### config.mk
export PLATFORM = sky130hd
export DESIGN_NAME = pwm_compare_clamp_stats_unit
export DESIGN_NICKNAME = d
export VERILOG_FILES = /design/src/hdl/pcc_pkg.sv /design/src/hdl/pcc_clamp.sv /design/src/hdl/pcc_stats.sv /design/src/hdl/pwm_compare_clamp_stats_unit.sv
export SDC_FILE = /design/constraint.sdc
export NUM_CORES = 2
export LEC_CHECK = 0
export CAP_MARGIN = 20
export CORE_ASPECT_RATIO = 0.7
export CORE_UTILIZATION = 27
export DETAILED_ROUTE_END_ITERATION = 7
export DONT_BUFFER_PORTS = 1
export PLACE_DENSITY = 0.44
export REMOVE_ABC_BUFFERS = 1
export SKIP_LAST_GASP = 1
export SLEW_MARGIN = 30
export SYNTH_ARGS = -nofsm -noshare
export SYNTH_HDL_FRONTEND = slang
export SYNTH_SLANG_ARGS = --single-unit
### constraint.sdc
create_clock -name clk_i -period 10.4 [get_ports clk_i]
set_input_delay 0.52 -clock clk_i [delete_from_list [all_inputs] [get_ports clk_i]]
set_output_delay 0.52 -clock clk_i [all_outputs]
set_load 0.1 [all_outputs]
### src/hdl/pcc_pkg.sv
// ----------------------------------------------------------------------------
// pcc_pkg: shared types and constants for the PWM compare clamp block
// Field widths, the per-phase clamp result and the statistics record.
// ----------------------------------------------------------------------------
`default_nettype none

package pcc_pkg;

  localparam int unsigned IO_PHASES = 3;
  localparam int unsigned REQ_W     = 32;
  localparam int unsigned CMP_W     = 16;
  localparam int unsigned CNT_W     = 32;

  localparam logic [CMP_W-1:0] RELOAD_RST = 16'hFFFF;

  typedef struct packed {
    logic [CMP_W-1:0] applied;
    logic             clamped;
  } pcc_phase_t;

  typedef struct packed {
    logic [REQ_W-1:0]                peak_req;
    logic [REQ_W-1:0]                min_req;
    logic [CMP_W-1:0]                peak_out;
    logic [CMP_W-1:0]                min_out;
    logic [CNT_W-1:0]                clamped_items;
    logic [IO_PHASES-1:0][CNT_W-1:0] clamps;
  } pcc_stats_t;

endpackage

`default_nettype wire

### src/hdl/pcc_clamp.sv
// ----------------------------------------------------------------------------
// pcc_clamp: clamp one signed compare request to the range 0 .. reload
// Flags the phase as clamped when the request was below zero or above reload.
// ----------------------------------------------------------------------------
`default_nettype none

module pcc_clamp
  import pcc_pkg::*;
(
  input  logic [REQ_W-1:0] req_i,
  input  logic [CMP_W-1:0] reload_i,
  output pcc_phase_t       res_o
);

  logic neg;
  logic over;

  assign neg  = req_i[REQ_W-1];
  // magnitude compare on the non-negative range only
  assign over = !neg && (req_i[REQ_W-2:0] > {{(REQ_W-1-CMP_W){1'b0}}, reload_i});

  always_comb begin
    res_o.clamped = neg || over;
    if (neg) begin
      res_o.applied = '0;
    end else if (over) begin
      res_o.applied = reload_i;
    end else begin
      res_o.applied = req_i[CMP_W-1:0];
    end
  end

endmodule

`default_nettype wire

### src/hdl/pcc_stats.sv
// ----------------------------------------------------------------------------
// pcc_stats: running extremes and saturating clamp counters
// Holds the statistics state and presents the values after the current beat.
// ----------------------------------------------------------------------------
`default_nettype none

module pcc_stats
  import pcc_pkg::*;
(
  input  logic                            clk_i,
  input  logic                            rst_ni,
  input  logic                            adv_i,
  input  logic [IO_PHASES-1:0]            phase_en_i,
  input  logic [IO_PHASES-1:0][REQ_W-1:0] req_i,
  input  pcc_phase_t [IO_PHASES-1:0]      res_i,
  output pcc_stats_t                      stats_o
);

  pcc_stats_t stats_q, stats_d;
  logic       any_seen_q, any_seen_d;
  logic       seed;
  logic       any_clamp;

  always_comb begin
    stats_d = stats_q;
    seed    = !any_seen_q;
    // phases in order; the first one after reset seeds all extremes
    for (int i = 0; i < IO_PHASES; i++) begin
      if (phase_en_i[i]) begin
        if (seed || ($signed(req_i[i]) > $signed(stats_d.peak_req))) begin
          stats_d.peak_req = req_i[i];
        end
        if (seed || ($signed(req_i[i]) < $signed(stats_d.min_req))) begin
          stats_d.min_req = req_i[i];
        end
        if (seed || (res_i[i].applied > stats_d.peak_out)) begin
          stats_d.peak_out = res_i[i].applied;
        end
        if (seed || (res_i[i].applied < stats_d.min_out)) begin
          stats_d.min_out = res_i[i].applied;
        end
        if (res_i[i].clamped && (stats_q.clamps[i] != '1)) begin
          stats_d.clamps[i] = stats_q.clamps[i] + CNT_W'(1);
        end
        seed = 1'b0;
      end
    end
    any_clamp = 1'b0;
    for (int i = 0; i < IO_PHASES; i++) begin
      any_clamp = any_clamp | (phase_en_i[i] & res_i[i].clamped);
    end
    if (any_clamp && (stats_q.clamped_items != '1)) begin
      stats_d.clamped_items = stats_q.clamped_items + CNT_W'(1);
    end
    any_seen_d = any_seen_q | (|phase_en_i);
  end

  always_ff @(posedge clk_i or negedge rst_ni) begin
    if (!rst_ni) begin
      stats_q    <= '0;
      any_seen_q <= 1'b0;
    end else if (adv_i) begin
      stats_q    <= stats_d;
      any_seen_q <= any_seen_d;
    end
  end

  assign stats_o = stats_d;

endmodule

`default_nettype wire

### src/hdl/pwm_compare_clamp_stats_unit.sv
// ----------------------------------------------------------------------------
// pwm_compare_clamp_stats_unit: three-phase PWM compare clamp with statistics
// Clamps each requested compare to 0 .. reload and reports running stats.
// ----------------------------------------------------------------------------
//  channel | signals                          | beat
//  --------+----------------------------------+-------------------------------
//  in      | in_valid_i / in_stall_o, req_*   | three signed requests
//  out     | out_valid_o / out_stall_i, out_* | compares, mask, statistics
//  cfg     | cfg_we_i, cfg_wdata_i            | reload value, no read-back
//
//  One beat per cycle while out_stall_i does not hold the result; a beat
//  passes the input register, then clamp and statistics update into the result register.
//  Reset clears the statistics and sets reload to 16'hFFFF.
//  An out stall holds the result; the input register keeps accepting
//  until it is full, then in_stall_o follows out_stall_i.
// ----------------------------------------------------------------------------
`default_nettype none

module pwm_compare_clamp_stats_unit
  import pcc_pkg::*;
#(
  parameter int unsigned PHASES = 3
) (
  input  logic                    clk_i,
  input  logic                    rst_ni,
  input  logic                    cfg_we_i,
  input  logic [CMP_W-1:0]        cfg_wdata_i,
  input  logic                    in_valid_i,
  output logic                    in_stall_o,
  input  logic signed [REQ_W-1:0] req_phase_a_i,
  input  logic signed [REQ_W-1:0] req_phase_b_i,
  input  logic signed [REQ_W-1:0] req_phase_c_i,
  output logic                    out_valid_o,
  input  logic                    out_stall_i,
  output logic [CMP_W-1:0]        out_phase_a_o,
  output logic [CMP_W-1:0]        out_phase_b_o,
  output logic [CMP_W-1:0]        out_phase_c_o,
  output logic [IO_PHASES-1:0]    clamp_mask_o,
  output logic signed [REQ_W-1:0] peak_req_o,
  output logic signed [REQ_W-1:0] min_req_o,
  output logic [CMP_W-1:0]        peak_out_o,
  output logic [CMP_W-1:0]        min_out_o,
  output logic [CNT_W-1:0]        clamped_items_o,
  output logic [CNT_W-1:0]        clamps_a_o,
  output logic [CNT_W-1:0]        clamps_b_o,
  output logic [CNT_W-1:0]        clamps_c_o
);

  localparam int unsigned ACT = (PHASES < IO_PHASES) ? PHASES : IO_PHASES;

  logic [CMP_W-1:0]                reload_q;
  logic                            in_valid_q;
  logic [IO_PHASES-1:0][REQ_W-1:0] req_q;
  logic                            out_valid_q;
  pcc_phase_t [IO_PHASES-1:0]      out_res_q;
  pcc_stats_t                      out_stats_q;

  logic                            in_take;
  logic                            adv;
  logic                            out_free;
  logic [IO_PHASES-1:0]            phase_en;
  pcc_phase_t [IO_PHASES-1:0]      raw_res;
  pcc_phase_t [IO_PHASES-1:0]      res;
  pcc_stats_t                      stats;

  // ---- handshake ----
  assign out_free   = !out_valid_q || !out_stall_i;
  assign adv        = in_valid_q && out_free;
  assign in_stall_o = in_valid_q && !out_free;
  assign in_take    = in_valid_i && !in_stall_o;

  // ---- config ----
  always_ff @(posedge clk_i or negedge rst_ni) begin
    if (!rst_ni) begin
      reload_q <= RELOAD_RST;
    end else if (cfg_we_i) begin
      reload_q <= cfg_wdata_i;
    end
  end

  // ---- input register ----
  always_ff @(posedge clk_i or negedge rst_ni) begin
    if (!rst_ni) begin
      in_valid_q <= 1'b0;
    end else if (in_take) begin
      in_valid_q <= 1'b1;
    end else if (adv) begin
      in_valid_q <= 1'b0;
    end
  end

  always_ff @(posedge clk_i) begin
    if (in_take) begin
      req_q <= {req_phase_c_i, req_phase_b_i, req_phase_a_i};
    end
  end

  // ---- clamp lanes ----
  for (genvar g = 0; g < IO_PHASES; g++) begin : g_phase
    assign phase_en[g] = (g < ACT);

    pcc_clamp u_clamp (
      .req_i    (req_q[g]),
      .reload_i (reload_q),
      .res_o    (raw_res[g])
    );

    // phases beyond PHASES report zero and never clamp
    assign res[g] = phase_en[g] ? raw_res[g] : '0;
  end

  pcc_stats u_stats (
    .clk_i      (clk_i),
    .rst_ni     (rst_ni),
    .adv_i      (adv),
    .phase_en_i (phase_en),
    .req_i      (req_q),
    .res_i      (res),
    .stats_o    (stats)
  );

  // ---- result register ----
  always_ff @(posedge clk_i or negedge rst_ni) begin
    if (!rst_ni) begin
      out_valid_q <= 1'b0;
    end else if (out_free) begin
      out_valid_q <= adv;
    end
  end

  always_ff @(posedge clk_i) begin
    if (adv) begin
      out_res_q   <= res;
      out_stats_q <= stats;
    end
  end

  assign out_valid_o     = out_valid_q;
  assign out_phase_a_o   = out_res_q[0].applied;
  assign out_phase_b_o   = out_res_q[1].applied;
  assign out_phase_c_o   = out_res_q[2].applied;
  assign clamp_mask_o    = {out_res_q[2].clamped, out_res_q[1].clamped,
                            out_res_q[0].clamped};
  assign peak_req_o      = out_stats_q.peak_req;
  assign min_req_o       = out_stats_q.min_req;
  assign peak_out_o      = out_stats_q.peak_out;
  assign min_out_o       = out_stats_q.min_out;
  assign clamped_items_o = out_stats_q.clamped_items;
  assign clamps_a_o      = out_stats_q.clamps[0];
  assign clamps_b_o      = out_stats_q.clamps[1];
  assign clamps_c_o      = out_stats_q.clamps[2];

  // ---- assertions ----
  a_req_order: assert property (@(posedge clk_i) disable iff (!rst_ni)
    out_valid_o |-> (min_req_o <= peak_req_o))
    else $error("min_req above peak_req");

  a_out_order: assert property (@(posedge clk_i) disable iff (!rst_ni)
    out_valid_o |-> (min_out_o <= peak_out_o))
    else $error("min_out above peak_out");

  a_item_count: assert property (@(posedge clk_i) disable iff (!rst_ni)
    (out_valid_o && (clamp_mask_o != '0)) |-> (clamped_items_o != '0))
    else $error("clamped beat with zero item count");

  a_phase_count: assert property (@(posedge clk_i) disable iff (!rst_ni)
    (out_valid_o && clamp_mask_o[0]) |-> (clamps_a_o != '0))
    else $error("phase a clamped with zero count");

endmodule

`default_nettype wire
Yosys cells after proc, flatten, opt, wreduce, memory -nomap -nowiden
Index checks and enable logic that the tools add are counted.
{"block": "classes", "eq_ne": 4, "order_cmp": 15, "mux": 24, "n_reduce_logical": 27, "bitwise_logic": 2, "n_addsub": 4}
{"operator": "32-bit 2-to-1 mux", "n": 10}
{"operator": "16-bit 2-to-1 mux", "n": 12}
{"operator": "32-bit by 1-bit adder with 32-bit output, second input constant", "n": 4}
{"operator": "32-bit inequality test, second input constant", "n": 4}
{"operator": "32-bit > comparator", "n": 3}
{"operator": "32-bit less-than comparator", "n": 3}
{"operator": "31-bit by 16-bit > comparator with 1-bit output", "n": 3}
{"operator": "16-bit > comparator", "n": 3}
{"operator": "16-bit less-than comparator", "n": 3}
{"operator": "1-bit logical AND", "n": 10}
{"operator": "1-bit logical NOT", "n": 8}
{"operator": "1-bit logical OR", "n": 8}
{"operator": "1-bit 2-to-1 mux", "n": 2}
{"operator": "1-bit bitwise OR", "n": 2}
{"operator": "2-bit nonzero test", "n": 1}
{"block": "totals", "output_inout_bits": 277, "register_bits": 614}

Logic depth before layout (Yosys ltp)
{"block": "logic_depth", "word_depth": 11, "depth_mapped": 42, "depth_no_buf": 37}

Hierarchy
Synthesis repeated with hierarchy kept, for this count alone.
{"block": "hier_totals", "hier_cells": 3441, "area_unflattened_um2": 37437.2}
{"module": "pcc_stats", "area_per_inst_um2": 22965.8, "seq_area_each_um2": 5630.4, "instances": 1, "cells_each": 2685}
{"module": "pwm_compare_clamp_stats_unit", "area_per_inst_um2": 11900.2, "seq_area_each_um2": 11611.1, "instances": 1, "cells_each": 414}
{"module": "pcc_clamp", "area_per_inst_um2": 857.1, "seq_area_each_um2": 0.0, "instances": 3, "cells_each": 114}

Least setup slack after synthesis
OpenSTA, ideal clock, no wires.
{"block": "synth_path", "path_kind": "reg2reg", "start": "register out_valid_q (netlist: out_valid_o)", "end": "register u_stats.stats_q[186] (netlist name)", "n_path_buf": 3, "arrival_time_ps": 9779, "setup_slack_ps": 142, "period_less_slack_ps": 10258, "path_stages_with_launch": 8, "path_cell_list": "dfrtp_1 nand2_1 nand2_1 inv_1 clkbuf_1 clkbuf_1 buf_1 o221ai_1"}
{"block": "synth_via", "elab_chain_cells": 3}
{"element": "start: declaration", "line_no": "pwm_compare_clamp_stats_unit.sv:54", "text": "logic out_valid_q;"}
{"element": "start signal: assignment", "line_no": "pwm_compare_clamp_stats_unit.sv:127", "text": "out_valid_q <= adv;"}
{"element": "1-bit logical NOT", "line_no": "pwm_compare_clamp_stats_unit.sv:67", "text": "assign out_free = !out_valid_q || !out_stall_i;"}
{"element": "1-bit logical OR", "line_no": "pwm_compare_clamp_stats_unit.sv:67"}
{"element": "1-bit logical AND", "line_no": "pwm_compare_clamp_stats_unit.sv:68", "text": "assign adv = in_valid_q && out_free;"}
{"element": "via adv", "line_no": "pwm_compare_clamp_stats_unit.sv:59", "text": "logic adv;"}
{"element": "end signal: assignment", "line_no": "pcc_stats.sv:63", "text": "stats_q <= stats_d;"}
{"element": "end: declaration", "line_no": "pcc_stats.sv:19", "text": "pcc_stats_t stats_q, stats_d;"}
The timed path passes the listed nets, and every way through them passes these cells.
A chain may end at the register's enable or synchronous reset.

==> results.yml <==
synth:
  async_reset_ff_share_pct: 39.58
  ys_ff_latch: 614
  synth_area_leaders: "edfxtp_1 (31%), dfrtp_1 (16%), ha_1 (12%)"
  yosys_most_used_dff: "edfxtp_1"
  synthesis.area_um2: 36190
  synth-seq-area-share_pct: 47.64
  avgSynthCellArea_um2: 10.83
  synthCells: 3342
  synth_top_area_share_pct: 30.78
  yosysTopAreaCell: "edfxtp_1"
  synth-edff-count: 371
  yosysWarningCount: 0
  synthDistinctLibCells: 80
setup_path:
  critical_path.max_fanout: 23
  cp_slowest_cell: "edfxtp_1"
  crit_path_end_kind: "flip-flop"
  critical_path_class: "reg -> reg"
  r2r_cells: 35
  r2r_start: "req_q[31]"
  critPathMaxStageDelay_ns: 0.70
  arrival_ns: 10.62
  crit_family: "simple AND/OR/NAND/NOR gates"
  r2r_setup_slack_ns: 0.33
  critical_path_buf_inv_count: 6
  critPathRequiredTime_ns: 10.95
  start_kind: "flip-flop"
  r2r_end: "peak_req_o[3]"
grt:
  grt_pass1_vias: 26377
  antenna_found_initial: 18
  grt_max_degree: 244
  grt-ovfl-total: 0
  grt_pass1_wl_um: 200700
  grt.total_usage_pct: 20.35
die:
  num_rows: 111
  start_util_pct: 27.43
  die_w_um: 439.6
  pin_count: 394
  dieArea_um2: 135500
  core_area_um2: 131900
  die_y_um: 308.3
placed_design:
  place.gp.congestion: 0.9147
  place_area_um2: 39810
  port_buffers: 0
  placedCellCount: 5153
  dp_slack_ns: 0.4737
  place_hpwl_um: 105300
finish:
  fin_util_pct: 33.04
  area_growth_pct: 20.45
  post-route-cell-area_um2: 43590
  final-seq-area_um2: 17240
  fill_cells: 13361
  multi_input_comb_area_um2: 17690
  drive_gt1_share_pct: 13.63
  num-nets-final: 4046
  fin_cells: 5414
clocking:
  clkLatencyLatePin_ns: 0.71
  htree_num_levels: 3
  cts_tree: "built"
  cts_buffers: 72
  cts.sinks: 614
  cts_buffer_depth: 3
  clkTransAtPathRegs_ns: 0.07
  root_buffer: "clkbuf_16"
sta:
  drv_slew: 0
  worst_slack_ns: 0.3282
  max_freq_ghz: 0.09929
  tightestPinTransition_ns: 1.067
  hold_violations: 0
  setup_violations: 0
  holdWs_ns: 0.05092
  slew_headroom_pct: 29.05
  skew_ns: 0.05133
  post-route-min-period_ns: 10.07
  setup_tns_ns: 0
  rsz0062_at_grt: "false"
  min_period_over_period_pct: 96.84
min_path:
  whs_endpoint: "reload_q[7]"
  hold_class: "in -> reg"
  min_path_cells: 2
  min_from: "cfg_we_i"
detailed_routing:
  vias: 27641
  wl_per_cell_um: 25.93
  ant_nets: 0
  dr.pass1.iters: 7
  drc: 0
  avgViaCountPerCell: 5.105
  drtIter0Drc: 2400
  wl_um: 140400
power_and_ir_drop:
  total_leakage_power_nw: 18.67
  power_density_nw_per_um2: 351.0
  ir_drop_mv: 0.2254
  fin_total_pwr_mw: 15.30
job:
  maxCapViolations: 0
outcome:
  status: "completed"
## power breakdown
group	switching (mW)	internal, mW
Clock	1.16	1.58
Sequential	2.14	3.33
Combinational	4.15	2.94
## placed cells by master, fill, tap and decap left out, types with 125 or more instances in the layout
master      n
nand3_1   153
buf_4     170
nor2_1    176
nand2_1   255
nor3_1    125
xnor2_1   153
edfxtp_1  371
ha_1      334
inv_1     208
mux2i_1   138
o21ai_0   143
dfrtp_1   227
## Yosys cell counts, drive strengths merged (24+ instances only)
cell type and number:
a211oi 42, a21o 85, a21oi 120, a22oi 33, a2bb2oi 31, and3 41, buf 43, clkbuf 94
dfrtp 227, edfxtp 371, ha 334, inv 211, mux2 101, mux2i 138, nand2 257, nand2b 26
nand3 153, nand4 86, nor2 177, nor3 128, o21ai 146, o221ai 34, or2 24, xnor2 153
xor2 96
## layout make-up
| cell class | instances | area share, % |
|---|---|---|
| antenna | 8 | 0.04592 |
| clock buffer | 88 | 4.411 |
| clock inverter | 46 | 1.283 |
| inverter | 211 | 1.834 |
| multi-input combinational | 2380 | 40.58 |
| sequential | 614 | 39.55 |
| tap | 1751 | 5.026 |
| timing repair buffer | 316 | 7.273 |
## worst max path at each step
stage / startpoint / to / cells past startpoint
detailed placement: reload_q[13] / u_stats.stats_q[157] / 34
global route: reload_q[13] / u_stats.stats_q[139] / 38
floorplan: out_valid_o / u_stats.stats_q[161] / 5
CTS: reload_q[13] / u_stats.stats_q[147] / 34
global placement: reload_q[2] / u_stats.stats_q[157] / 35
finish: req_q[31] / peak_req_o[3] / 35
## state kept, by name, summed over array words and instances (netlist names), 32 cells and up
register         cells
u_stats.stats_q    224
req_q               96
clamped_items_o     32
clamps_a_o          32
clamps_b_o          32
clamps_c_o          32
min_req_o           32
peak_req_o          32
## worst reg2reg max path: cells and delay by family (launching register included)
family | cells | cell delay (ns)
mux | 2 | 0.88
flops | 1 | 0.70
buf+inv | 6 | 1.21
fa+ha+maj | 3 | 1.21
compound gates | 9 | 2.06
simple gates | 15 | 3.85
## cell families (layout without fill, tap and decap cells)
logic type / count (synthesis) / count (layout) / share of synthesized area, %
other: 0 / 8 / 0
and+or+nand+nor: 970 / 970 / 13.02
DFF: 614 / 614 / 47.64
adders and majority gates: 334 / 334 / 11.55
buffers and inverters: 348 / 661 / 3.789
AOI/OAI and AO/OA: 588 / 588 / 10.95
xor gates and xnor gates: 249 / 249 / 6.026
muxes: 239 / 239 / 7.032
## metal layers
layer	vias to the layer above	track usage, %	part of all wire (%)
met5	-	0	0.018
met3	145	5.101	7.4
met1	13771	31.34	50
met2	929	28.11	40
li1	12792	-	-
met4	4	4.021	1.8
## repair_timing
| action | CTS | global route |
|---|---|---|
| endpoints found under the setup margin | 0 | 31 |
| hold buffers | 113 | 1 |
| buffers inserted | 0 | 0 |
| endpoints found under the hold margin | 357 | 71 |
| gates resized for setup | 0 | 2 |
Note: power is estimated with default switching activity, not from simulation.
